`src/design/tma_pkg.sv`:
```
// shared types, constants and helper functions of the mixed-radix time alu
package tma_pkg;

   localparam int NW          = 28;
   localparam int KW          = 24;
   localparam int DW          = 25;
   localparam int RW          = 16;
   localparam int DIV_STEPS   = DW;
   localparam int DIV_COUNT   = 4;
   localparam int NORM_STAGES = 6;
   localparam int LATENCY     = 1 + DIV_COUNT * (DIV_STEPS + 1) + NORM_STAGES;
   localparam int EST_SHIFT   = 28;

   localparam logic signed [15:0]   INF_HOURS   = 16'sd32767;
   localparam logic [5:0]           INF_MINUTES = 6'd59;
   localparam logic [5:0]           INF_SECONDS = 6'd59;
   localparam logic [9:0]           INF_MILLIS  = 10'd999;
   localparam logic signed [15:0]   BAD_HOURS   = -16'sd1;

   localparam logic signed [11:0]   MS_RADIX = 12'sd1000;
   localparam logic signed [11:0]   SM_RADIX = 12'sd60;
   localparam logic signed [KW-1:0] K_MS     = 24'sd268435;
   localparam logic signed [KW-1:0] K_SM     = 24'sd4473924;

   typedef enum logic [1:0] {
      ACT_ADD,
      ACT_SUB,
      ACT_MUL,
      ACT_DIV
   } tma_action_type;

   typedef enum logic [1:0] {
      FIX_NONE,
      FIX_INF,
      FIX_BAD
   } tma_fix_type;

   typedef enum logic [1:0] {
      SLOT_H,
      SLOT_M,
      SLOT_S,
      SLOT_MS
   } tma_slot_type;

   typedef struct packed {
      tma_action_type     action;
      logic signed [15:0] a_hours;
      logic [5:0]         a_minutes;
      logic [5:0]         a_seconds;
      logic [9:0]         a_millis;
      logic signed [15:0] b_hours;
      logic [5:0]         b_minutes;
      logic [5:0]         b_seconds;
      logic [9:0]         b_millis;
      logic signed [15:0] factor;
   } tma_req_type;

   typedef struct packed {
      logic signed [31:0] res_hours;
      logic [5:0]         res_minutes;
      logic [5:0]         res_seconds;
      logic [9:0]         res_millis;
      logic               a_less;
      logic               a_equal;
   } tma_rsp_type;

   typedef struct packed {
      logic               is_div;
      tma_fix_type        fix;
      logic               less;
      logic               equal;
      logic signed [31:0] t_h;
      logic signed [NW-1:0] t_m;
      logic signed [NW-1:0] t_s;
      logic signed [NW-1:0] t_ms;
      logic [RW-1:0]      d_mag;
      logic               d_neg;
      logic               n_neg;
      logic [5:0]         a_m;
      logic [5:0]         a_s;
      logic [9:0]         a_ms;
   } tma_ctx_type;

   typedef struct packed {
      logic [DW-1:0] num;
      logic [RW-1:0] rem;
   } tma_div_type;

   typedef struct packed {
      logic signed [NW-1:0] q;
      logic [9:0]           r;
   } tma_carry_type;

   // floor quotient estimate, off by at most one
   function automatic logic signed [NW-1:0] quot_est(input logic signed [NW-1:0] x,
                                                     input logic signed [KW-1:0] k);
      logic signed [NW+KW-1:0] p;
      p = x * k;
      return NW'(p >>> EST_SHIFT);
   endfunction

   // correct the estimate and return the floor quotient and the remainder
   function automatic tma_carry_type carry_fix(input logic signed [NW-1:0] x,
                                               input logic signed [NW-1:0] q,
                                               input logic signed [11:0] radix);
      logic signed [NW-1:0] r;
      tma_carry_type res;
      r = x - q * radix;
      if (r < 0) begin
         res.q = q - NW'(1);
         r     = r + radix;
      end else if (r >= radix) begin
         res.q = q + NW'(1);
         r     = r - radix;
      end else begin
         res.q = q;
      end
      res.r = r[9:0];
      return res;
   endfunction

endpackage

```
`src/design/tma_div_cell.sv`:
```
// one restoring division step cell of the divider chain
module tma_div_cell import tma_pkg::*; (
   input  logic        clock,
   input  logic        reset,
   input  logic        in_vld,
   input  tma_ctx_type in_ctx,
   input  tma_div_type in_div,
   output logic        out_vld_ff,
   output tma_ctx_type out_ctx_ff,
   output tma_div_type out_div_ff
);

   logic          vld_in;
   tma_div_type   div_in;
   logic [RW:0]   sh;
   logic [RW:0]   diff;
   logic          take;

   always_comb begin
      vld_in = in_vld;
      sh     = {in_div.rem, in_div.num[DW-1]};
      diff   = sh - {1'b0, in_ctx.d_mag};
      take   = sh >= {1'b0, in_ctx.d_mag};
      div_in.rem = take ? diff[RW-1:0] : sh[RW-1:0];
      div_in.num = {in_div.num[DW-2:0], take};
   end

   always_ff @(posedge clock) begin
      if (reset) out_vld_ff <= 1'b0;
      else out_vld_ff <= vld_in;
   end

   always_ff @(posedge clock) begin
      out_ctx_ff <= in_ctx;
      out_div_ff <= div_in;
   end

endmodule

```
`config.mk`:
```
export PLATFORM = sky130hd
export DESIGN_NAME = tma_div_cell
export DESIGN_NICKNAME = d
export VERILOG_FILES = /design/src/design/tma_pkg.sv /design/src/design/tma_div_cell.sv
export SDC_FILE = /design/constraint.sdc
export NUM_CORES = 1
export LEC_CHECK = 0
export ABC_CLOCK_PERIOD_IN_PS = 4100
export BUFFER_PORTS_ARGS = -buffer_cell sky130_fd_sc_hd__buf_2
export CORE_AREA = 2 2 158 160
export DETAILED_ROUTE_END_ITERATION = 6
export DIE_AREA = 0 0 160 162
export PLACE_DENSITY_LB_ADDON = 0.12
export RECOVER_POWER = 100
export SKIP_CTS_REPAIR_TIMING = 1
export SYNTH_ARGS = -nofsm -noshare
export SYNTH_HDL_FRONTEND = slang
export SYNTH_SLANG_ARGS = --single-unit
```
`constraint.sdc`:
```
create_clock -name clock -period 4.1 [get_ports clock]
set_input_delay 0.615 -clock clock [delete_from_list [all_inputs] [get_ports clock]]
set_output_delay 0.615 -clock clock [all_outputs]
set_load 0.005 [all_outputs]
```
==> summary.txt <==
Die
  – Core box area: 24110 um^2
  – Starting Density: 0.2181
  – Io pins: 408
  – Die width: 160 um
  – Die span in y: 162 um
  – Die Footprint: 25920 um^2
  – # rows: 57

STA
  – Min setup slack post-route: 1.190 ns
  – Post-route minimum period: about 2.9 ns
  – Final Hold Viols: 0
  – Normalized max-slew margin: 0.6964
  – Tcrit/Tclk final: 0.7096
  – Worst Tran Pin Value: 0.4533 ns
  – Fin Setup TNS: 0 ns
  – Fmax: 343.7 MHz
  – Setup violators final: 0
  – RSZ-0062 raised after global routing: no
  – Fin. max-slew vios: 0

Logic synthesis
  – Post-synth top flop: dfxtp_1
  – Synth top cells by count: dfxtp_1, inv_1, ha_1, nor2_1
  – Adder and majority gate portion of the synthesized area: 0.04188
  – Synth Area in Simple Gates: 0.04379
  – Xor-xnor portion of the synthesized cell area: 0.01333
  – FFs w/ async S/R, synth: 0
  – Synth area leaders: dfxtp_1, ha_1, mux2_2, mux2_4, inv_1
  – Ys Warns: 0
  – Most frequent cell after synthesis: dfxtp_1
  – Yosys top cell area share: 0.7730
  – Synth Cell Area: 5258 um^2
  – Mux contribution to synthesized area: 0.04188
  – Cell variety after synth: 44
  – Synth Instances: 359
  – Yosys top cell by area: dfxtp_1
  – Main combinational cell family by area after synthesis: compound AO/OA/AOI/OAI gates
  – Synth Register Bits: about 200
  – Post-synth EDFFs: 0
  – Complex-gate fraction of the synthesized area: 0.06497
  – Post-synth net total: 581
  – Syn Area/Cell: 14.64 um^2
  – Seq/Total Area, Yosys: 0.7730

Worst setup path
  – Crit path capture type: flop
  – Setup crit end: out_div_ff[12]
  – Max incr delay on CP: 0.42 ns
  – Crit-path slowest cell: a21oi_4
  – CP required: 4.49 ns
  – Worst Setup SP: in_ctx[27]
  – Data arrival, critical path: 3.30 ns
  – CP Max Fanout: 10
  – Crit Path Category: input pin to flop
  – CP Cell Sequence: clkbuf_1 > inv_1 > ha_1 > nand3_1 > o21bai_1 > a31oi_1 > o21bai_1 > a21oi_4 > clkbuf_1 > mux2_1
  – Worst setup SP type: input pin

Clocking
  – H-tree levels: 1
  – Worst-path clk slew: 0.06 ns
  – Number of buffers created by CTS: 24
  – CTS root buf: clkbuf_16
  – Clock sink count: between 200 and 250
  – CTS tree: done
  – Max clock buf depth: 3

Min path
  – Worst min path class: input pin to flop
  – Worst hold path depth: 1

Power and ir drop
  – Total power: 0.004940 W
  – VDD IR max: approximately 270 uV
  – P per Cell Area: 591.4 nW/um^2
  – Lkg Pwr: 3.864 nW

Routing
  – Final ANT Viol Nets: 0
  – DRC viols: 0
  – Number of detailed-route iterations in the first pass: 4
  – Post-Route WL: between 15000 and 20000 um
  – Initial drt markers: roughly 200
  – Via/cell ratio: 3.687
  – Routed vias: 4174
  – Avg WL per Cell: 17.10 um

Flow run
  – Max_cap viols: 0

Placed design
  – Setup WS pre-CTS: 0.8882 ns
  – Routability cong.: 0.7813
  – DP Wirelength: 15820 um
  – I/O Buffers: slightly above 400

Global routing
  – Largest net degree at the start of global routing: 15
  – Grt ovf: 0
  – GRT Overall Usage: 0.1379
  – Vias in the first global route: 4090
  – First-pass GRT wire length: 26480 um
  – Initial antenna violation count: 7

Outcome
  – Status: complete, no violations

Cells and area
  – Fraction of layout cells with a size suffix above 1: 0.3784
  – Nets: 1010
  – Area delta synth->final: 58.85%
  – Util after Layout: 0.3465
-- cell families (layout without fill, tap and decap cells) --
group	count (synthesis)	after routing
DFF	203	203
and+or+nand+nor	45	45
AOI/OAI and AO/OA	44	44
buffers and inverters	24	471
muxes	18	18
adders and majority gates	17	17
xor gates and xnor gates	8	8
other	0	2
-- report_power, final --
group | internal (W) | switching (W) | total, W
clock network | 0.00151 | 0.000852 | 0.00236
logic | 0.000216 | 0.000227 | 0.000443
registers | 0.00211 | 0.0000302 | 0.00214
-- per-layer routing --
layer | share of wire | global-route usage | up-vias | wire length, um
met4 | 0.031 | 0.05201 | 8 | 607
met3 | 0.10 | 0.06052 | 45 | 1932
met1 | 0.36 | 0.1418 | 1839 | 6984
met5 | 0.0028 | 0 | - | 55
li1 | - | - | 2082 | -
met2 | 0.51 | 0.2485 | 200 | 9777
-- worst max-delay path, delay by kind of cell --
| kind | cells | cell delay, ns |
|---|---|---|
| fa+ha+maj | 1 | 0.36 |
| mux | 1 | 0.37 |
| compound gates | 4 | 1.24 |
| buf+inv | 3 | 0.56 |
| simple gates | 1 | 0.14 |
-- how the worst min path moves through the flow --
stage                           start         endpoint  slack [ns]
after floorplan             in_ctx[0]    out_ctx_ff[0]        0.64
after global placement      in_ctx[5]    out_ctx_ff[5]        0.72
after detailed placement  in_ctx[103]  out_ctx_ff[103]        0.72
after CTS                 in_ctx[144]  out_ctx_ff[144]        0.17
after global routing       in_ctx[49]   out_ctx_ff[49]        0.17
final                     in_ctx[133]  out_ctx_ff[133]        0.20
-- cell type report --
type                       instances  area (um^2)
tap                              324        405.4
fill                            2561        15750
multi-input combinational        132         1056
inverter                          19        71.32
clock buffer                      30        684.4
sequential                       203         4064
antenna                            2        5.005
clock inverter                    14        224.0
timing repair buffer             408         1842
-- registers in the layout (all words and copies together) (netlist names) --
register and flops:
out_ctx_ff 161, out_div_ff 41, out_vld_ff 1
-- metrics by stage --
stage	cell area, um^2	hold WS, ns	cells
after detailed placement	7667	0.7186	1086
after global routing	8349	0.1672	1131
after global placement	7667	0.7172	1086
after floorplan	5258	0.6427	359
after CTS	8576	0.1662	1130
final	8352	0.2006	1132
-- placed cells by master, fill, tap and decap left out, types with 3 or more instances in the layout --
master,netlist,final
clkbuf_1,0,161
xnor2_1,7,7
nor2_1,13,13
dfxtp_1,203,203
bufinv_16,0,5
nand3_1,7,7
buf_2,4,248
clkbuf_16,0,25
nand2_1,8,8
nor2b_1,4,4
clkbuf_8,0,4
mux2_1,0,6
clkinvlp_4,0,3
o21bai_1,2,3
inv_1,19,19
a21o_1,5,5
o21a_1,4,4
ha_1,16,16
mux2i_1,4,4
a21oi_1,7,7
clkinv_4,0,3
mux2_2,8,8
o21ai_0,4,4
Note: power is estimated with default switching activity, not from simulation.
