==> config.mk <==
export PLATFORM = sky130hd
export DESIGN_NAME = tma_div_link
export DESIGN_NICKNAME = d
export VERILOG_FILES = /design/src/design/tma_pkg.sv /design/src/design/tma_div_link.sv
export SDC_FILE = /design/constraint.sdc
export NUM_CORES = 1
export LEC_CHECK = 0
export ABC_AREA = 1
export BUFFER_PORTS_ARGS = -buffer_cell sky130_fd_sc_hd__buf_2
export CAP_MARGIN = 20
export CORE_ASPECT_RATIO = 1.1
export CORE_MARGIN = 4
export CORE_UTILIZATION = 29
export DETAILED_ROUTE_END_ITERATION = 16
export MAX_ROUTING_LAYER = met4
export PLACE_DENSITY = 0.5
export RECOVER_POWER = 100
export SETUP_SLACK_MARGIN = 0.05
export SLEW_MARGIN = 0
export SYNTH_ARGS = -nofsm -noshare
export SYNTH_HDL_FRONTEND = slang
export SYNTH_SLANG_ARGS = --single-unit
==> constraint.sdc <==
create_clock -name clock -period 9.3 [get_ports clock]
set_input_delay 1.395 -clock clock [delete_from_list [all_inputs] [get_ports clock]]
set_output_delay 1.395 -clock clock [all_outputs]
set_load 0.05 [all_outputs]
==> src/design/tma_pkg.sv <==
// shared types, constants and helper functions of the mixed-radix time alu
package tma_pkg;

   localparam int NW          = 28;
   localparam int KW          = 24;
   localparam int DW          = 25;
   localparam int RW          = 16;
   localparam int DIV_STEPS   = DW;
   localparam int DIV_COUNT   = 4;
   localparam int NORM_STAGES = 6;
   localparam int LATENCY     = 1 + DIV_COUNT * (DIV_STEPS + 1) + NORM_STAGES;
   localparam int EST_SHIFT   = 28;

   localparam logic signed [15:0]   INF_HOURS   = 16'sd32767;
   localparam logic [5:0]           INF_MINUTES = 6'd59;
   localparam logic [5:0]           INF_SECONDS = 6'd59;
   localparam logic [9:0]           INF_MILLIS  = 10'd999;
   localparam logic signed [15:0]   BAD_HOURS   = -16'sd1;

   localparam logic signed [11:0]   MS_RADIX = 12'sd1000;
   localparam logic signed [11:0]   SM_RADIX = 12'sd60;
   localparam logic signed [KW-1:0] K_MS     = 24'sd268435;
   localparam logic signed [KW-1:0] K_SM     = 24'sd4473924;

   typedef enum logic [1:0] {
      ACT_ADD,
      ACT_SUB,
      ACT_MUL,
      ACT_DIV
   } tma_action_type;

   typedef enum logic [1:0] {
      FIX_NONE,
      FIX_INF,
      FIX_BAD
   } tma_fix_type;

   typedef enum logic [1:0] {
      SLOT_H,
      SLOT_M,
      SLOT_S,
      SLOT_MS
   } tma_slot_type;

   typedef struct packed {
      tma_action_type     action;
      logic signed [15:0] a_hours;
      logic [5:0]         a_minutes;
      logic [5:0]         a_seconds;
      logic [9:0]         a_millis;
      logic signed [15:0] b_hours;
      logic [5:0]         b_minutes;
      logic [5:0]         b_seconds;
      logic [9:0]         b_millis;
      logic signed [15:0] factor;
   } tma_req_type;

   typedef struct packed {
      logic signed [31:0] res_hours;
      logic [5:0]         res_minutes;
      logic [5:0]         res_seconds;
      logic [9:0]         res_millis;
      logic               a_less;
      logic               a_equal;
   } tma_rsp_type;

   typedef struct packed {
      logic               is_div;
      tma_fix_type        fix;
      logic               less;
      logic               equal;
      logic signed [31:0] t_h;
      logic signed [NW-1:0] t_m;
      logic signed [NW-1:0] t_s;
      logic signed [NW-1:0] t_ms;
      logic [RW-1:0]      d_mag;
      logic               d_neg;
      logic               n_neg;
      logic [5:0]         a_m;
      logic [5:0]         a_s;
      logic [9:0]         a_ms;
   } tma_ctx_type;

   typedef struct packed {
      logic [DW-1:0] num;
      logic [RW-1:0] rem;
   } tma_div_type;

   typedef struct packed {
      logic signed [NW-1:0] q;
      logic [9:0]           r;
   } tma_carry_type;

   // floor quotient estimate, off by at most one
   function automatic logic signed [NW-1:0] quot_est(input logic signed [NW-1:0] x,
                                                     input logic signed [KW-1:0] k);
      logic signed [NW+KW-1:0] p;
      p = x * k;
      return NW'(p >>> EST_SHIFT);
   endfunction

   // correct the estimate and return the floor quotient and the remainder
   function automatic tma_carry_type carry_fix(input logic signed [NW-1:0] x,
                                               input logic signed [NW-1:0] q,
                                               input logic signed [11:0] radix);
      logic signed [NW-1:0] r;
      tma_carry_type res;
      r = x - q * radix;
      if (r < 0) begin
         res.q = q - NW'(1);
         r     = r + radix;
      end else if (r >= radix) begin
         res.q = q + NW'(1);
         r     = r - radix;
      end else begin
         res.q = q;
      end
      res.r = r[9:0];
      return res;
   endfunction

endpackage

==> src/design/tma_div_link.sv <==
// signs one finished quotient into its slot and forms the next dividend
module tma_div_link import tma_pkg::*; (
   input  logic         clock,
   input  logic         reset,
   input  tma_slot_type slot,
   input  logic         in_vld,
   input  tma_ctx_type  in_ctx,
   input  tma_div_type  in_div,
   output logic         out_vld_ff,
   output tma_ctx_type  out_ctx_ff,
   output tma_div_type  out_div_ff
);

   logic                 vld_in;
   tma_ctx_type          ctx_in;
   tma_div_type          div_in;
   logic signed [NW-1:0] q_u, q, r, base, nd, nd_mag;
   logic signed [11:0]   radix;
   logic signed [RW:0]   r_u;

   always_comb begin
      vld_in = in_vld;
      q_u    = NW'(signed'({1'b0, in_div.num}));
      q      = (in_ctx.n_neg ^ in_ctx.d_neg) ? -q_u : q_u;
      r_u    = signed'({1'b0, in_div.rem});
      r      = in_ctx.n_neg ? -NW'(r_u) : NW'(r_u);

      ctx_in = in_ctx;
      case (slot)
         SLOT_H: begin
            if (in_ctx.is_div) ctx_in.t_h = 32'(q);
            base  = NW'(signed'({1'b0, in_ctx.a_m}));
            radix = SM_RADIX;
         end
         SLOT_M: begin
            if (in_ctx.is_div) ctx_in.t_m = q;
            base  = NW'(signed'({1'b0, in_ctx.a_s}));
            radix = SM_RADIX;
         end
         SLOT_S: begin
            if (in_ctx.is_div) ctx_in.t_s = q;
            base  = NW'(signed'({1'b0, in_ctx.a_ms}));
            radix = MS_RADIX;
         end
         default: begin
            if (in_ctx.is_div) ctx_in.t_ms = q;
            base  = '0;
            radix = '0;
         end
      endcase

      nd           = base + r * radix;
      nd_mag       = (nd < 0) ? -nd : nd;
      ctx_in.n_neg = nd < 0;
      div_in.num   = nd_mag[DW-1:0];
      div_in.rem   = '0;
   end

   always_ff @(posedge clock) begin
      if (reset) out_vld_ff <= 1'b0;
      else out_vld_ff <= vld_in;
   end

   always_ff @(posedge clock) begin
      out_ctx_ff <= ctx_in;
      out_div_ff <= div_in;
   end

endmodule

==> results.py <==
metrics = {
    "timing": {
        "fin_ws_ps": 1513,
        "post-route-min-period_ps": 7787,
        "rsz0062_at_grt": "no",
        "worstMarginPinSlew_ps": 1825,
        "setup_viol": 0,
        "hold_violations": 0,
        "final.setup.tns_ps": 0,
        "fmax_mhz": 128.4,
        "relSlewSlack_pct": -21.68,
        "period_share_pct": 83.73,
        "maxSlewViolCount": 30,
    },
    "setup_path": {
        "required_ps": 9700,
        "start_kind": "input port",
        "cp_top_family": "adder cells",
        "max_stage_delay_ps": 750,
        "cp_slowest_cell": "clkbuf_1",
        "end_kind": "flip-flop",
        "crit_type": "input port to flip-flop",
        "cpMostUsedCell": "nand2_1",
        "worst-path-max-fanout": 25,
        "cp_num_buf_inv": 8,
        "cp_data_arrival_time_ps": 8190,
    },
    "synthesis": {
        "synthDistinctLibCells": 44,
        "ys_ff_latch": 187,
        "synth-edff-count": 0,
        "synth.top_cell.area_share_pct": 27.53,
        "synthCells": 1830,
        "ys.flop_type": "dfxtp_1",
        "postSynthAreaPerCell_sq_um": 7.432,
        "yosysSeqAreaShare_pct": 27.53,
        "synthArstFlopShare_pct": 0,
        "syn_area_sq_mm": 0.01360,
        "synth_area_leaders": "dfxtp_1, fa_1, nand2_1, inv_1, ha_1",
        "synth.largest_area_cell": "dfxtp_1",
        "ys_warn_count": 0,
    },
    "grt": {
        "grt_pass1_wl_mm": 74.91,
        "antenna_found_initial": 4,
        "grt_max_degree": 30,
        "grt-ovfl-total": 0,
        "first_global_vias": 13210,
        "grt_usage_pct": 19.63,
    },
    "place": {
        "gp_congestion": 0.9006,
        "place_ws_ps": 1306,
        "port_buffers": 393,
        "hpwlAfterDp_mm": 41.85,
        "placed_area_sq_mm": 0.01613,
        "place_inst": 2782,
    },
    "detailed_routing": {
        "vias_per_cell": 4.494,
        "ant_nets": 0,
        "drc": 0,
        "drt-total-wl_mm": 48.75,
        "drt-initial-drc-count": 680,
        "post_drt_wl_per_cell_um": 17.29,
        "vias": 12670,
        "drtPass1Iterations": 5,
    },
    "cells_and_area": {
        "finish.instance_area_sq_mm": 0.01644,
        "layout-drive-gt1-share_pct": 11.73,
        "finalNetCount": 2613,
        "instances_no_fill": 2819,
        "area_delta_synth_final_pct": 20.87,
    },
    "clock_tree": {
        "htreeDepth": 4,
        "numCtsBuffers": 17,
        "cts.sinks": 187,
        "cts_max_path_buffers": 2,
        "tritoncts": "yes",
        "cts_resized": 0,
        "cts_hold_buf": 0,
        "postCtsSetupBuffers": 0,
        "path_clk_slew_ps": 70,
        "root_buffer": "clkbuf_16",
    },
    "run_status": {
        "violations": "max-capacitance violations, max-slew violations",
        "status": "finished with violations",
    },
    "floorplanning": {
        "initial_core_util_pct": 29.59,
        "io_pins": 410,
        "die_w_um": 214.5,
        "die-area_sq_mm": 0.05043,
        "row_count": 82,
        "core_region_area_sq_mm": 0.04596,
        "die_h_um": 235.1,
    },
    "job": {
        "drv_cap": 1,
    },
    "power": {
        "ir_worst_vdd_uv": 166.4,
        "power_density_mw_per_mm2": 357.0,
        "power.total_mw": 5.868,
        "power_leakage_nw": 9.005,
    },
    "hold_path": {
        "hp-class": "input port to flip-flop",
    },
}
[where the power goes]
part / total [mW] / internal [mW] / switching (mW)
logic: 4.18 / 1.28 / 2.90
clock network: 0.720 / 0.357 / 0.362
registers: 0.970 / 0.937 / 0.0327
total: 5.87 / 2.57 / 3.29
[cells in the final DEF, fill, tap and decap left out, types with 21 or more instances in the layout]
cell,count
mux2i_1,32
nand4_1,27
xnor2_1,21
dfxtp_1,187
a21oi_1,21
clkbuf_1,209
nand3_1,98
nor2_1,150
o21ai_0,58
inv_1,375
ha_1,84
nand2_1,500
xor2_1,45
buf_2,189
fa_1,109
[cell type report]
class / count / area (sq um)
timing repair buffer: 400 / 1745
clock buffer: 17 / 425.4
clock inverter: 15 / 148.9
inverter: 383 / 1438
tap: 588 / 735.7
antenna: 5 / 12.51
fill: 5057 / 29530
multi-input combinational: 1224 / 8189
sequential: 187 / 3744
[synth_stat cells, types with 2 or more instances]
library cell and n:
a21o_1 2, a21oi_1 21, a21oi_2 2, a41oi_1 2, buf_1 5, buf_2 7
buf_4 19, buf_6 2, clkbuf_1 18, dfxtp_1 187, fa_1 109, ha_1 84
inv_1 371, inv_2 11, mux2i_1 32, nand2_1 500, nand2_2 3, nand2_4 3
nand3_1 98, nand3_4 3, nand3b_1 5, nand3b_4 2, nand4_1 27, nor2_1 150
nor2_2 8, nor3_1 9, o21a_1 3, o21ai_0 58, o31ai_1 3, or2_1 2
or2_2 7, xnor2_1 21, xor2_1 45
[metrics by stage]
| step | util (%) | hold WS [ps] |
|---|---|---|
| 5_1_grt | 35.76 | 1008 |
| 6_report | 35.76 | 1037 |
| 3_3_place_gp | 35.08 | 1497 |
| 2_1_floorplan | - | 1423 |
| 3_5_place_dp | 35.08 | 1499 |
| 4_1_cts | 36.33 | 995.2 |
[worst paths after layout]
path,startpoint,endpoint,cells after the start
worst min-delay path,in_ctx[29],out_ctx_ff[29]$_DFF_P_,1
worst max-delay path,slot[1],out_div_ff[27]$_DFF_P_,28
[kinds of logic (layout without fill, tap and decap cells)]
family | Yosys count | in the layout | synth area share (%)
and+or+nand+nor | 821 | 821 | 25.48
buffers and inverters | 434 | 815 | 12.68
adders and majority gates | 193 | 193 | 23.77
DFF | 187 | 187 | 27.53
AOI/OAI and AO/OA | 96 | 96 | 3.910
xor gates and xnor gates | 66 | 66 | 4.250
muxes | 32 | 32 | 2.355
other | 1 | 21 | 0.02757
[routing by layer]
layer | global-route usage (%) | vias up | part of all wire [%]
li1 | - | 6265 | -
met1 | 20.02 | 5877 | 37
met2 | 37.28 | 439 | 54
met3 | 3.292 | 88 | 5.3
met4 | 7.723 | 0 | 3.8
met5 | - | - | 0
[state kept, by name (all words and copies together), names as in the netlist]
signal and count:
out_div_ff 25, out_vld_ff 1, out_ctx_ff 161
No activity file was read; power rests on OpenSTA's default activity.
