--- src/design/tma_pkg.sv ---
// shared types, constants and helper functions of the mixed-radix time alu
package tma_pkg;

   localparam int NW          = 28;
   localparam int KW          = 24;
   localparam int DW          = 25;
   localparam int RW          = 16;
   localparam int DIV_STEPS   = DW;
   localparam int DIV_COUNT   = 4;
   localparam int NORM_STAGES = 6;
   localparam int LATENCY     = 1 + DIV_COUNT * (DIV_STEPS + 1) + NORM_STAGES;
   localparam int EST_SHIFT   = 28;

   localparam logic signed [15:0]   INF_HOURS   = 16'sd32767;
   localparam logic [5:0]           INF_MINUTES = 6'd59;
   localparam logic [5:0]           INF_SECONDS = 6'd59;
   localparam logic [9:0]           INF_MILLIS  = 10'd999;
   localparam logic signed [15:0]   BAD_HOURS   = -16'sd1;

   localparam logic signed [11:0]   MS_RADIX = 12'sd1000;
   localparam logic signed [11:0]   SM_RADIX = 12'sd60;
   localparam logic signed [KW-1:0] K_MS     = 24'sd268435;
   localparam logic signed [KW-1:0] K_SM     = 24'sd4473924;

   typedef enum logic [1:0] {
      ACT_ADD,
      ACT_SUB,
      ACT_MUL,
      ACT_DIV
   } tma_action_type;

   typedef enum logic [1:0] {
      FIX_NONE,
      FIX_INF,
      FIX_BAD
   } tma_fix_type;

   typedef enum logic [1:0] {
      SLOT_H,
      SLOT_M,
      SLOT_S,
      SLOT_MS
   } tma_slot_type;

   typedef struct packed {
      tma_action_type     action;
      logic signed [15:0] a_hours;
      logic [5:0]         a_minutes;
      logic [5:0]         a_seconds;
      logic [9:0]         a_millis;
      logic signed [15:0] b_hours;
      logic [5:0]         b_minutes;
      logic [5:0]         b_seconds;
      logic [9:0]         b_millis;
      logic signed [15:0] factor;
   } tma_req_type;

   typedef struct packed {
      logic signed [31:0] res_hours;
      logic [5:0]         res_minutes;
      logic [5:0]         res_seconds;
      logic [9:0]         res_millis;
      logic               a_less;
      logic               a_equal;
   } tma_rsp_type;

   typedef struct packed {
      logic               is_div;
      tma_fix_type        fix;
      logic               less;
      logic               equal;
      logic signed [31:0] t_h;
      logic signed [NW-1:0] t_m;
      logic signed [NW-1:0] t_s;
      logic signed [NW-1:0] t_ms;
      logic [RW-1:0]      d_mag;
      logic               d_neg;
      logic               n_neg;
      logic [5:0]         a_m;
      logic [5:0]         a_s;
      logic [9:0]         a_ms;
   } tma_ctx_type;

   typedef struct packed {
      logic [DW-1:0] num;
      logic [RW-1:0] rem;
   } tma_div_type;

   typedef struct packed {
      logic signed [NW-1:0] q;
      logic [9:0]           r;
   } tma_carry_type;

   // floor quotient estimate, off by at most one
   function automatic logic signed [NW-1:0] quot_est(input logic signed [NW-1:0] x,
                                                     input logic signed [KW-1:0] k);
      logic signed [NW+KW-1:0] p;
      p = x * k;
      return NW'(p >>> EST_SHIFT);
   endfunction

   // correct the estimate and return the floor quotient and the remainder
   function automatic tma_carry_type carry_fix(input logic signed [NW-1:0] x,
                                               input logic signed [NW-1:0] q,
                                               input logic signed [11:0] radix);
      logic signed [NW-1:0] r;
      tma_carry_type res;
      r = x - q * radix;
      if (r < 0) begin
         res.q = q - NW'(1);
         r     = r + radix;
      end else if (r >= radix) begin
         res.q = q + NW'(1);
         r     = r - radix;
      end else begin
         res.q = q;
      end
      res.r = r[9:0];
      return res;
   endfunction

endpackage

--- src/design/tma_norm.sv ---
// floor-borrow normalization of ms, s and m, sentinel override, result register
module tma_norm import tma_pkg::*; (
   input  logic        clock,
   input  logic        reset,
   input  logic        in_vld,
   input  tma_ctx_type in_ctx,
   output logic        out_vld_ff,
   output tma_rsp_type out_rsp_ff
);

   logic [NORM_STAGES-2:0] vld_ff;
   logic [NORM_STAGES-1:0] vld_in;
   tma_ctx_type            ctx1_ff, ctx2_ff, ctx3_ff, ctx4_ff, ctx5_ff;
   tma_ctx_type            ctx2_in, ctx4_in;
   logic signed [NW-1:0]   est1_ff, est3_ff, est5_ff;
   logic signed [NW-1:0]   est1_in, est3_in, est5_in;
   tma_carry_type          cy2, cy4, cy6;
   tma_rsp_type            rsp_in;

   always_comb begin
      vld_in = {vld_ff, in_vld};

      est1_in = quot_est(in_ctx.t_ms, K_MS);

      cy2          = carry_fix(ctx1_ff.t_ms, est1_ff, MS_RADIX);
      ctx2_in      = ctx1_ff;
      ctx2_in.t_ms = NW'(signed'({1'b0, cy2.r}));
      ctx2_in.t_s  = ctx1_ff.t_s + cy2.q;

      est3_in = quot_est(ctx2_ff.t_s, K_SM);

      cy4         = carry_fix(ctx3_ff.t_s, est3_ff, SM_RADIX);
      ctx4_in     = ctx3_ff;
      ctx4_in.t_s = NW'(signed'({1'b0, cy4.r}));
      ctx4_in.t_m = ctx3_ff.t_m + cy4.q;

      est5_in = quot_est(ctx4_ff.t_m, K_SM);

      cy6            = carry_fix(ctx5_ff.t_m, est5_ff, SM_RADIX);
      rsp_in.a_less  = ctx5_ff.less;
      rsp_in.a_equal = ctx5_ff.equal;
      case (ctx5_ff.fix)
         FIX_INF: begin
            rsp_in.res_hours   = 32'(INF_HOURS);
            rsp_in.res_minutes = INF_MINUTES;
            rsp_in.res_seconds = INF_SECONDS;
            rsp_in.res_millis  = INF_MILLIS;
         end
         FIX_BAD: begin
            rsp_in.res_hours   = 32'(BAD_HOURS);
            rsp_in.res_minutes = '0;
            rsp_in.res_seconds = '0;
            rsp_in.res_millis  = '0;
         end
         default: begin
            rsp_in.res_hours   = ctx5_ff.t_h + 32'(cy6.q);
            rsp_in.res_minutes = cy6.r[5:0];
            rsp_in.res_seconds = ctx5_ff.t_s[5:0];
            rsp_in.res_millis  = ctx5_ff.t_ms[9:0];
         end
      endcase
   end

   always_ff @(posedge clock) begin
      if (reset) begin
         vld_ff     <= '0;
         out_vld_ff <= 1'b0;
      end else begin
         vld_ff     <= vld_in[NORM_STAGES-2:0];
         out_vld_ff <= vld_in[NORM_STAGES-1];
      end
   end

   always_ff @(posedge clock) begin
      ctx1_ff    <= in_ctx;
      est1_ff    <= est1_in;
      ctx2_ff    <= ctx2_in;
      ctx3_ff    <= ctx2_ff;
      est3_ff    <= est3_in;
      ctx4_ff    <= ctx4_in;
      ctx5_ff    <= ctx4_ff;
      est5_ff    <= est5_in;
      out_rsp_ff <= rsp_in;
   end

endmodule

--- config.mk ---
export PLATFORM = sky130hd
export DESIGN_NAME = tma_norm
export DESIGN_NICKNAME = d
export VERILOG_FILES = /design/src/design/tma_pkg.sv /design/src/design/tma_norm.sv
export SDC_FILE = /design/constraint.sdc
export NUM_CORES = 2
export LEC_CHECK = 0
export BUFFER_PORTS_ARGS = -buffer_cell sky130_fd_sc_hd__buf_2
export CORE_ASPECT_RATIO = 1.75
export CORE_MARGIN = 1
export CORE_UTILIZATION = 58
export CTS_BUF_LIST = sky130_fd_sc_hd__clkbuf_16
export CTS_CLUSTER_SIZE = 25
export DETAILED_ROUTE_END_ITERATION = 8
export PLACE_DENSITY = 0.81
export SYNTH_ARGS = -nofsm -noshare
export SYNTH_HDL_FRONTEND = slang
export SYNTH_SLANG_ARGS = --single-unit
export TNS_END_PERCENT = 20
--- constraint.sdc ---
create_clock -name clock -period 10.02 [get_ports clock]
set_clock_uncertainty 0.2 [all_clocks]
set_input_delay 0.501 -clock clock [delete_from_list [all_inputs] [get_ports clock]]
set_output_delay 0.501 -clock clock [all_outputs]
set_load 0.005 [all_outputs]
==> results.toml <==
[critical_path]
crit_cells = 48
critPathMostFrequentCell = "fa_1"
start_kind = "flip-flop"
crit_arrival_ps = 10830
crit_fanout = 6
path_class = "reg2reg"
worst-r2r-cell-count = 48
cp-endpoint = "ctx2_ff[94]"
crit_buf_inv = 7
worst_ep_required_time_ps = 10330
reg2reg_slack_ps = -500
crit_path_end_kind = "flip-flop"
cpMaxStageDelayCell = "fa_1"
path_delay_family = "compound AO/OA/AOI/OAI gates"
r2r_end = "ctx2_ff[94]"
r2r-start = "est1_ff[6]"
critPathLaunch = "est1_ff[6]"
slowest_delay_ps = 570

[cells_and_area]
multi_input_comb_area_um2 = 36300
final-seq-area_um2 = 12300
nFillCells = 6191
final_util = 0.710
fin_area_um2 = 62700
drive_gt1_frac = 0.179
fin_nets = 7788
area_growth_pct = 21.1

[floorplanning]
start_util = 0.586
core_area_um2 = 88300
die_h_um = 397
io_pins = 221
dieArea_um2 = 90500
die_w_um = 228
rows = 144

[logic_synthesis]
syn_nets = 6884
yosysTopAreaCell = "dfxtp_1"
ys_types = 96
avgSynthCellArea_um2 = 9.82
yosysWarnings = 0
ys_seq_area_frac = 0.237
ys_ff_latch = 614
yosysTopAreaCellShare = 0.237
synth_ff_type = "dfxtp_1"
ys_async_sr_fraction = 0
synthTopCellsByArea = "dfxtp_1 24%, ha_1 23%, fa_1 19%, inv_1 7.8%, xnor2_1 4.7%"
synth-edff-count = 0
synth_common_cells = "1,077 x inv_1, 947 x ha_1, 614 x dfxtp_1"
syn_inst = 5269
post-synth-top-count-cell = "inv_1"
netlist_area_um2 = 51800

[routing]
drtAntennaViolNets = 0
drt_iter0_markers = 1917
wl_per_cell_um = 19.6
drc = 0
dr.pass1.iters = 7
wl_um = 145000
vias_per_cell = 5.57
via_count = 41100

[placed_design]
dp_hpwl_um = 115000
port_buffers = 179
gp_congestion = 1.02
place_area_um2 = 58000

[clocking]
clk_pin_slew_worst_paths_ps = 80
ctsHtreeMaxLevel = 2
root_buffer = "clkbuf_16"
cts_buffer_depth = 3
clk_latency_ps = 660
numCtsBuffers = 56
cts_tree = "yes"
cts.sinks = 614

[timing]
max_slew_margin = 0.159
fin_crit_sh = 1.05
hold_viol = 0
fin_ws_ps = -501
fin_hold_ws_ps = 112
fin_crit_ps = 10520
fmax_mhz = 95.0
setup_violations = 11
rsz0062_at_grt = "yes"
maxSlewViolCount = 0
setup_tns_ps = -2980
tightest_slew_ps = 1250

[global_route]
overflow = 0
antenna_found_initial = 1
grt_pass1_vias = 44400
grt_pass1_wl_um = 223000
grt_max_degree = 39
globalRouteTotalUtil = 0.315

[run]
drv_cap = 0

[run_status]
outcome = "finished with violations"
violations = "setup timing"

[hold_path]
hold_path_class = "reg2reg"
area by class of cell:
type | instances | area share
tap | 1168 | 0.0233
multi-input combinational | 3528 | 0.579
antenna | 1 | 0.0000399
clock buffer | 56 | 0.0224
clock inverter | 49 | 0.00810
sequential | 614 | 0.196
timing repair buffer | 896 | 0.107
inverter | 1077 | 0.0646
flip-flops by register name (all words and copies together), names as in the netlist:
name	flops
vld_ff	5
ctx4_ff	80
ctx2_ff	102
est3_ff	24
ctx1_ff	120
ctx5_ff	80
out_vld_ff	1
out_rsp_ff	56
ctx3_ff	102
est1_ff	20
est5_ff	24
cells in the final DEF (no fill, tap or decap), drive strengths merged, types with 14 or more instances in the layout:
cell,count
a211oi,28
a21o,107
a21oi,226
a31oi,28
and2,43
and3,39
buf,775
clkbuf,56
clkinv,20
dfxtp,614
dlygate4sd3,121
fa,504
ha,947
inv,1096
mux2i,20
nand2,201
nand2b,41
nand3,65
nand4,42
nor2,214
nor2b,56
nor3,61
nor4,17
o21a,41
o21ai,166
o21bai,31
o31ai,22
or2,14
or3,26
xnor2,276
xor2,81
metrics by stage:
stage                     worst slack [ps]  std cells
after global routing                 -1040       7388
after CTS                             -345       7361
after detailed placement              -692       7105
after floorplan                       34.5       5269
after global placement                -338       7105
final                                 -501       7389
what timing repair did:
action | CTS | global route
pin swaps | 67 | 138
endpoints found under the setup margin | 36 | 48
buffers inserted | 31 | 28
resized for setup | 106 | 158
hold endpoints to repair | 125 | 0
hold buffers | 121 | 0
worst min path at each step:
stage	endpoint	slack, ps	startpoint	depth (start not counted)
after global placement	ctx5_ff[46]	110	ctx4_ff[46]	0
after CTS	ctx2_ff[156]	110	ctx1_ff[156]	0
after global routing	ctx2_ff[156]	120	ctx1_ff[156]	0
after detailed placement	ctx2_ff[130]	110	ctx1_ff[130]	0
after floorplan	ctx2_ff[100]	110	ctx1_ff[100]	0
final	ctx2_ff[156]	110	ctx1_ff[156]	0
logic make-up after synthesis:
family / share of synthesized area
AOI/OAI and AO/OA: 0.106
xor gates and xnor gates: 0.0610
adders and majority gates: 0.424
buffers and inverters: 0.0824
DFF: 0.237
muxes: 0.00474
and+or+nand+nor: 0.0848
per-layer routing:
metal / track usage / share of wire / vias up
li1: - / - / 19100
met1: 0.280 / 0.32 / 19900
met2: 0.618 / 0.54 / 1338
met3: 0.0349 / 0.034 / 729
met4: 0.278 / 0.10 / 2
met5: 0 / 0.00010 / -
Power is not shown: default switching activity piles up to over one toggle a cycle in this logic, so the estimate is an artifact.
