<file path="src/design/tma_pkg.sv">
// shared types, constants and helper functions of the mixed-radix time alu
package tma_pkg;

   localparam int NW          = 28;
   localparam int KW          = 24;
   localparam int DW          = 25;
   localparam int RW          = 16;
   localparam int DIV_STEPS   = DW;
   localparam int DIV_COUNT   = 4;
   localparam int NORM_STAGES = 6;
   localparam int LATENCY     = 1 + DIV_COUNT * (DIV_STEPS + 1) + NORM_STAGES;
   localparam int EST_SHIFT   = 28;

   localparam logic signed [15:0]   INF_HOURS   = 16'sd32767;
   localparam logic [5:0]           INF_MINUTES = 6'd59;
   localparam logic [5:0]           INF_SECONDS = 6'd59;
   localparam logic [9:0]           INF_MILLIS  = 10'd999;
   localparam logic signed [15:0]   BAD_HOURS   = -16'sd1;

   localparam logic signed [11:0]   MS_RADIX = 12'sd1000;
   localparam logic signed [11:0]   SM_RADIX = 12'sd60;
   localparam logic signed [KW-1:0] K_MS     = 24'sd268435;
   localparam logic signed [KW-1:0] K_SM     = 24'sd4473924;

   typedef enum logic [1:0] {
      ACT_ADD,
      ACT_SUB,
      ACT_MUL,
      ACT_DIV
   } tma_action_type;

   typedef enum logic [1:0] {
      FIX_NONE,
      FIX_INF,
      FIX_BAD
   } tma_fix_type;

   typedef enum logic [1:0] {
      SLOT_H,
      SLOT_M,
      SLOT_S,
      SLOT_MS
   } tma_slot_type;

   typedef struct packed {
      tma_action_type     action;
      logic signed [15:0] a_hours;
      logic [5:0]         a_minutes;
      logic [5:0]         a_seconds;
      logic [9:0]         a_millis;
      logic signed [15:0] b_hours;
      logic [5:0]         b_minutes;
      logic [5:0]         b_seconds;
      logic [9:0]         b_millis;
      logic signed [15:0] factor;
   } tma_req_type;

   typedef struct packed {
      logic signed [31:0] res_hours;
      logic [5:0]         res_minutes;
      logic [5:0]         res_seconds;
      logic [9:0]         res_millis;
      logic               a_less;
      logic               a_equal;
   } tma_rsp_type;

   typedef struct packed {
      logic               is_div;
      tma_fix_type        fix;
      logic               less;
      logic               equal;
      logic signed [31:0] t_h;
      logic signed [NW-1:0] t_m;
      logic signed [NW-1:0] t_s;
      logic signed [NW-1:0] t_ms;
      logic [RW-1:0]      d_mag;
      logic               d_neg;
      logic               n_neg;
      logic [5:0]         a_m;
      logic [5:0]         a_s;
      logic [9:0]         a_ms;
   } tma_ctx_type;

   typedef struct packed {
      logic [DW-1:0] num;
      logic [RW-1:0] rem;
   } tma_div_type;

   typedef struct packed {
      logic signed [NW-1:0] q;
      logic [9:0]           r;
   } tma_carry_type;

   // floor quotient estimate, off by at most one
   function automatic logic signed [NW-1:0] quot_est(input logic signed [NW-1:0] x,
                                                     input logic signed [KW-1:0] k);
      logic signed [NW+KW-1:0] p;
      p = x * k;
      return NW'(p >>> EST_SHIFT);
   endfunction

   // correct the estimate and return the floor quotient and the remainder
   function automatic tma_carry_type carry_fix(input logic signed [NW-1:0] x,
                                               input logic signed [NW-1:0] q,
                                               input logic signed [11:0] radix);
      logic signed [NW-1:0] r;
      tma_carry_type res;
      r = x - q * radix;
      if (r < 0) begin
         res.q = q - NW'(1);
         r     = r + radix;
      end else if (r >= radix) begin
         res.q = q + NW'(1);
         r     = r - radix;
      end else begin
         res.q = q;
      end
      res.r = r[9:0];
      return res;
   endfunction

endpackage

</file>
<file path="src/design/tma_front.sv">
// input stage: sentinels, compare flags, add/sub/mul terms and first dividend
module tma_front import tma_pkg::*; (
   input  logic        clock,
   input  logic        reset,
   input  logic        in_vld,
   input  tma_req_type req,
   output logic        out_vld_ff,
   output tma_ctx_type out_ctx_ff,
   output tma_div_type out_div_ff
);

   logic               vld_in;
   tma_ctx_type        ctx_in;
   tma_div_type        div_in;
   logic               a_inf, b_inf, a_bad, b_bad;
   logic signed [6:0]  am_s, as_s, bm_s, bs_s;
   logic signed [10:0] ams_s, bms_s;
   logic signed [31:0] prod_h;
   logic signed [22:0] prod_m, prod_s;
   logic signed [26:0] prod_ms;
   logic signed [16:0] ah_w, ah_mag, f_w, f_mag;

   always_comb begin
      am_s  = signed'({1'b0, req.a_minutes});
      as_s  = signed'({1'b0, req.a_seconds});
      ams_s = signed'({1'b0, req.a_millis});
      bm_s  = signed'({1'b0, req.b_minutes});
      bs_s  = signed'({1'b0, req.b_seconds});
      bms_s = signed'({1'b0, req.b_millis});

      prod_h  = req.a_hours * req.factor;
      prod_m  = am_s * req.factor;
      prod_s  = as_s * req.factor;
      prod_ms = ams_s * req.factor;

      a_inf = req.a_hours == INF_HOURS && req.a_minutes == INF_MINUTES &&
              req.a_seconds == INF_SECONDS && req.a_millis == INF_MILLIS;
      b_inf = req.b_hours == INF_HOURS && req.b_minutes == INF_MINUTES &&
              req.b_seconds == INF_SECONDS && req.b_millis == INF_MILLIS;
      a_bad = req.a_hours == BAD_HOURS && req.a_minutes == 6'd0 &&
              req.a_seconds == 6'd0 && req.a_millis == 10'd0;
      b_bad = req.b_hours == BAD_HOURS && req.b_minutes == 6'd0 &&
              req.b_seconds == 6'd0 && req.b_millis == 10'd0;

      vld_in        = in_vld;
      ctx_in        = '0;
      ctx_in.is_div = req.action == ACT_DIV;
      ctx_in.fix    = FIX_NONE;
      ctx_in.a_m    = req.a_minutes;
      ctx_in.a_s    = req.a_seconds;
      ctx_in.a_ms   = req.a_millis;

      case (req.action)
         ACT_ADD: begin
            ctx_in.t_h  = 32'(req.a_hours) + 32'(req.b_hours);
            ctx_in.t_m  = NW'(am_s) + NW'(bm_s);
            ctx_in.t_s  = NW'(as_s) + NW'(bs_s);
            ctx_in.t_ms = NW'(ams_s) + NW'(bms_s);
            if (a_inf || b_inf) ctx_in.fix = FIX_INF;
            else if (a_bad || b_bad) ctx_in.fix = FIX_BAD;
         end
         ACT_SUB: begin
            ctx_in.t_h  = 32'(req.a_hours) - 32'(req.b_hours);
            ctx_in.t_m  = NW'(am_s) - NW'(bm_s);
            ctx_in.t_s  = NW'(as_s) - NW'(bs_s);
            ctx_in.t_ms = NW'(ams_s) - NW'(bms_s);
            if (a_inf || b_inf) ctx_in.fix = FIX_INF;
            else if (a_bad || b_bad) ctx_in.fix = FIX_BAD;
         end
         ACT_MUL: begin
            ctx_in.t_h  = prod_h;
            ctx_in.t_m  = NW'(prod_m);
            ctx_in.t_s  = NW'(prod_s);
            ctx_in.t_ms = NW'(prod_ms);
            if (a_inf) ctx_in.fix = FIX_INF;
            else if (a_bad) ctx_in.fix = FIX_BAD;
         end
         default: begin
            if (a_inf || req.factor == 16'sd0) ctx_in.fix = FIX_INF;
         end
      endcase

      ctx_in.less = req.a_hours < req.b_hours ||
                    (req.a_hours == req.b_hours && (req.a_minutes < req.b_minutes ||
                    (req.a_minutes == req.b_minutes && (req.a_seconds < req.b_seconds ||
                    (req.a_seconds == req.b_seconds && req.a_millis < req.b_millis)))));
      ctx_in.equal = req.a_hours == req.b_hours && req.a_minutes == req.b_minutes &&
                     req.a_seconds == req.b_seconds && req.a_millis == req.b_millis;

      f_w          = 17'(req.factor);
      f_mag        = (f_w < 0) ? -f_w : f_w;
      ctx_in.d_mag = f_mag[RW-1:0];
      ctx_in.d_neg = req.factor < 0;

      ah_w         = 17'(req.a_hours);
      ah_mag       = (ah_w < 0) ? -ah_w : ah_w;
      ctx_in.n_neg = req.a_hours < 0;
      div_in.num   = DW'(unsigned'(ah_mag));
      div_in.rem   = '0;
   end

   always_ff @(posedge clock) begin
      if (reset) out_vld_ff <= 1'b0;
      else out_vld_ff <= vld_in;
   end

   always_ff @(posedge clock) begin
      out_ctx_ff <= ctx_in;
      out_div_ff <= div_in;
   end

endmodule

</file>
<file path="config.mk">
export PLATFORM = sky130hd
export DESIGN_NAME = tma_front
export DESIGN_NICKNAME = d
export VERILOG_FILES = /design/src/design/tma_pkg.sv /design/src/design/tma_front.sv
export SDC_FILE = /design/constraint.sdc
export NUM_CORES = 2
export LEC_CHECK = 0
export BUFFER_PORTS_ARGS = -buffer_cell sky130_fd_sc_hd__buf_2
export CAP_MARGIN = 25
export CORE_UTILIZATION = 65
export CTS_CLUSTER_SIZE = 28
export DETAILED_ROUTE_END_ITERATION = 8
export PLACE_DENSITY = 0.86
export SYNTH_ARGS = -nofsm -noshare
export SYNTH_HDL_FRONTEND = slang
export SYNTH_SLANG_ARGS = --single-unit
</file>
<file path="constraint.sdc">
create_clock -name clock -period 14.8 [get_ports clock]
set_input_delay 2.22 -clock clock [delete_from_list [all_inputs] [get_ports clock]]
set_output_delay 2.22 -clock clock [all_outputs]
set_load 0.005 [all_outputs]
</file>
==> results.sh <==
export IMPL_path_class="input pin to register"
export IMPL_critPathCaptureType="register"
export IMPL_cts_tree="done"
export IMPL_slowest_delay_ns=0.91
export IMPL_wl_met1_um=31400
export IMPL_drt_iter0_markers=1912
export IMPL_irDropWorstVdd_mv=0.397
export IMPL_grt_pass1_wl_um=131000
export IMPL_grt_max_degree=48
export IMPL_p_total_w=0.00737
export IMPL_wl_per_cell_um=18.8
export IMPL_top_layer="met5"
export IMPL_finalWeightedCongestion=0.952
export IMPL_cts_htree_levels=4
export IMPL_die_area_um2=48800
export IMPL_critPathLaunchType="input pin"
export IMPL_viasPerCell=5.85
export IMPL_cp_data_required_time_ns=15.17
export IMPL_synth_flop_cell="dfxtp_1"
export IMPL_ctsRootBufferMaster="clkbuf_16"
export IMPL_final_core_util_pct=70.7
export IMPL_cts_hold_buf=0
export IMPL_hpwl_um=62200
export IMPL_drive_gt1_share_pct=9.79
export IMPL_status="finished, violations left"
export IMPL_met2_length_um=37600
export IMPL_synth_cell_type_count=81
export IMPL_leakage_nw=16.8
export IMPL_io_pins=300
export IMPL_antenna_found_initial=7
export IMPL_row_count=79
export IMPL_firstDrtPassIters=9
export IMPL_die_x_um=221
export IMPL_ys_warnings_count=0
export IMPL_drcViolationCount=30
export IMPL_rsz0062_at_grt="false"
export IMPL_grt_ovfl_total=0
export IMPL_placed_cells_incl_taps=4221
export IMPL_preCtsSetupSlack_ns=6.01
export IMPL_fmax_ghz=0.120
export IMPL_grt_pass1_vias=25738
export IMPL_hp_class="input pin to register"
export IMPL_post_route_period_util_pct=56.2
export IMPL_wl_met3_um=6780
export IMPL_synth_seq_cells=168
export IMPL_post_cts_buffers=0
export IMPL_drtAntennaViolNets=0
export IMPL_relSlewSlack_pct=26.2
export IMPL_period_minus_slack_ns=8.32
export IMPL_syn_to_final_growth_pct=6.37
export IMPL_vias=24870
export IMPL_post_synth_cell_area_avg_um2=8.89
export IMPL_clock_tree_buffer_depth=2
export IMPL_setup_violations=0
export IMPL_clkSlewWorstSetupHoldPaths_ns=0.07
export IMPL_initial_utilization_pct=66.5
export IMPL_synth_edf_count=0
export IMPL_clock_sinks=168
export IMPL_syn_inst=3504
export IMPL_final_cells=4254
export IMPL_coreArea_um2=46900
export IMPL_fillers=3616
export IMPL_finalWorstSetupSlack_ns=6.48
export IMPL_maxCapViolations=0
export IMPL_cp_slowest_cell="fa_1"
export IMPL_cts_repair_resized=0
export IMPL_synth_area_um2=31100
export IMPL_cts_buffers=17
export IMPL_final_hold_violation_count=0
export IMPL_grtUsageTotal_pct=34.3
export IMPL_tightest_slew_ns=1.10
export IMPL_die_y_um=221
export IMPL_wirelength_um=80200
export IMPL_path_max_fanout=41
export IMPL_violations="DRC"
export IMPL_slew_violations=0
export IMPL_cp_common_cell="fa_1"
export IMPL_portBuffers=275
export IMPL_ys_seq_area_share_pct=10.8
export IMPL_tns_ns=0
export IMPL_nNetsFinal=4594
export IMPL_powerDensity_nw_per_um2=222
export IMPL_synthArstFlopShare_pct=0
export IMPL_crit_chain="buf_2 -> nand2_1 -> inv_1 -> fa_1 -> fa_1 -> fa_1 -> fa_1 -> fa_1 -> inv_1 -> fa_1 -> inv_1 -> ha_1 -> a21oi_1 -> nor2_1 -> nor2_1 -> o21ai_0 -> o41ai_2 -> o2111ai_1 -> a21oi_2 -> xor2_1 -> o21ai_2"
export IMPL_crit_arrival_ns=8.70
==> flip-flops by register name, indices dropped and copies added (netlist names) <==
register and flops:
out_ctx_ff 150, out_div_ff 17, out_vld_ff 1
==> worst max-delay path, delay by kind of cell <==
kind | cells | cell delay [ns]
adder cells (fa/ha/maj) | 7 | 3.84
AO/OA/AOI/OAI | 6 | 1.20
buffers and inverters | 4 | 0.84
AND/OR/NAND/NOR | 3 | 0.37
XOR/XNOR | 1 | 0.20
==> cell usage in the layout (no fill, tap or decap), drive strengths merged, types with 7 or more instances in the layout <==
cell type / instances
a211oi: 13
a211o: 8
xor2: 46
a21oi: 107
or3: 14
and2: 321
buf: 286
inv: 659
ha: 315
nor4: 17
mux2i: 7
clkbuf: 18
a31oi: 10
conb: 25
nand2: 365
xnor2: 107
nand2b: 22
fa: 549
o21a: 24
o21ai: 136
nand3: 25
o22ai: 17
nor3: 39
o31ai: 21
a21o: 31
nor2: 116
o21bai: 23
nand4: 27
dfxtp: 168
nor2b: 15
o211ai: 7
o41ai: 15
or2: 8
==> report_power, final <==
group / leakage (nW) / internal [W] / switching, W
sequential: 1.41 / 0.000587 / 0.0000380
combinational: 15.1 / 0.00266 / 0.00362
clock: 0.288 / 0.000239 / 0.000225
total: 16.8 / 0.00348 / 0.00388
==> cell usage after synthesis (31+ instances only) <==
cell | count | area (µm²)
a21o_1 | 31 | 233
a21oi_1 | 105 | 526
and2_1 | 320 | 2000
buf_4 | 35 | 263
clkbuf_1 | 158 | 593
dfxtp_1 | 168 | 3360
fa_1 | 549 | 11000
ha_1 | 315 | 3940
inv_1 | 650 | 2440
nand2_1 | 365 | 1370
nor2_1 | 116 | 435
nor3_1 | 38 | 190
o21ai_0 | 122 | 611
xnor2_1 | 107 | 937
xor2_1 | 46 | 403
==> metrics by stage <==
stage	area, µm²	hold WS [ns]
finish	33100	1.86
global route	33100	1.84
CTS	33100	1.83
detailed placement	32500	2.39
global placement	32500	2.38
floorplan	31200	2.25
==> path summary, 6_finish.rpt <==
check             cells after the start  slack [ns]                      end    from
hold / removal                        2        1.86    out_vld_ff$_SDFF_PP0_   reset
setup / recovery                     21        6.48  out_ctx_ff[154]$_DFF_P_  req[2]
==> kinds of logic after synthesis <==
group	after synthesis	synth area share, %
compound gates	459	9.72
xor+xnor	153	4.30
fa+ha+maj	864	48.0
buf+inv	852	10.8
flops	168	10.8
mux	7	0.225
other cells	1	0.0120
simple gates	1000	16.2
==> metal layers <==
layer / track usage, % / vias to the layer above
met5: 0 / -
met4: 19.4 / 8
met3: 6.71 / 239
met2: 55.3 / 1156
met1: 43.5 / 12370
li1: - / 11097
==> layout make-up <==
cell class	count	area, µm²	share of cell area, %
Sequential cell	168	3360	10.2
Tap cell	607	759	2.29
Antenna cell	1	2.50	0.00756
Inverter	652	2450	7.39
Clock inverter	14	155	0.468
Multi-Input combinational cell	2508	24500	74.0
Clock buffer	18	429	1.30
Timing Repair Buffer	286	1460	4.40
No activity file was read; power rests on OpenSTA's default activity.
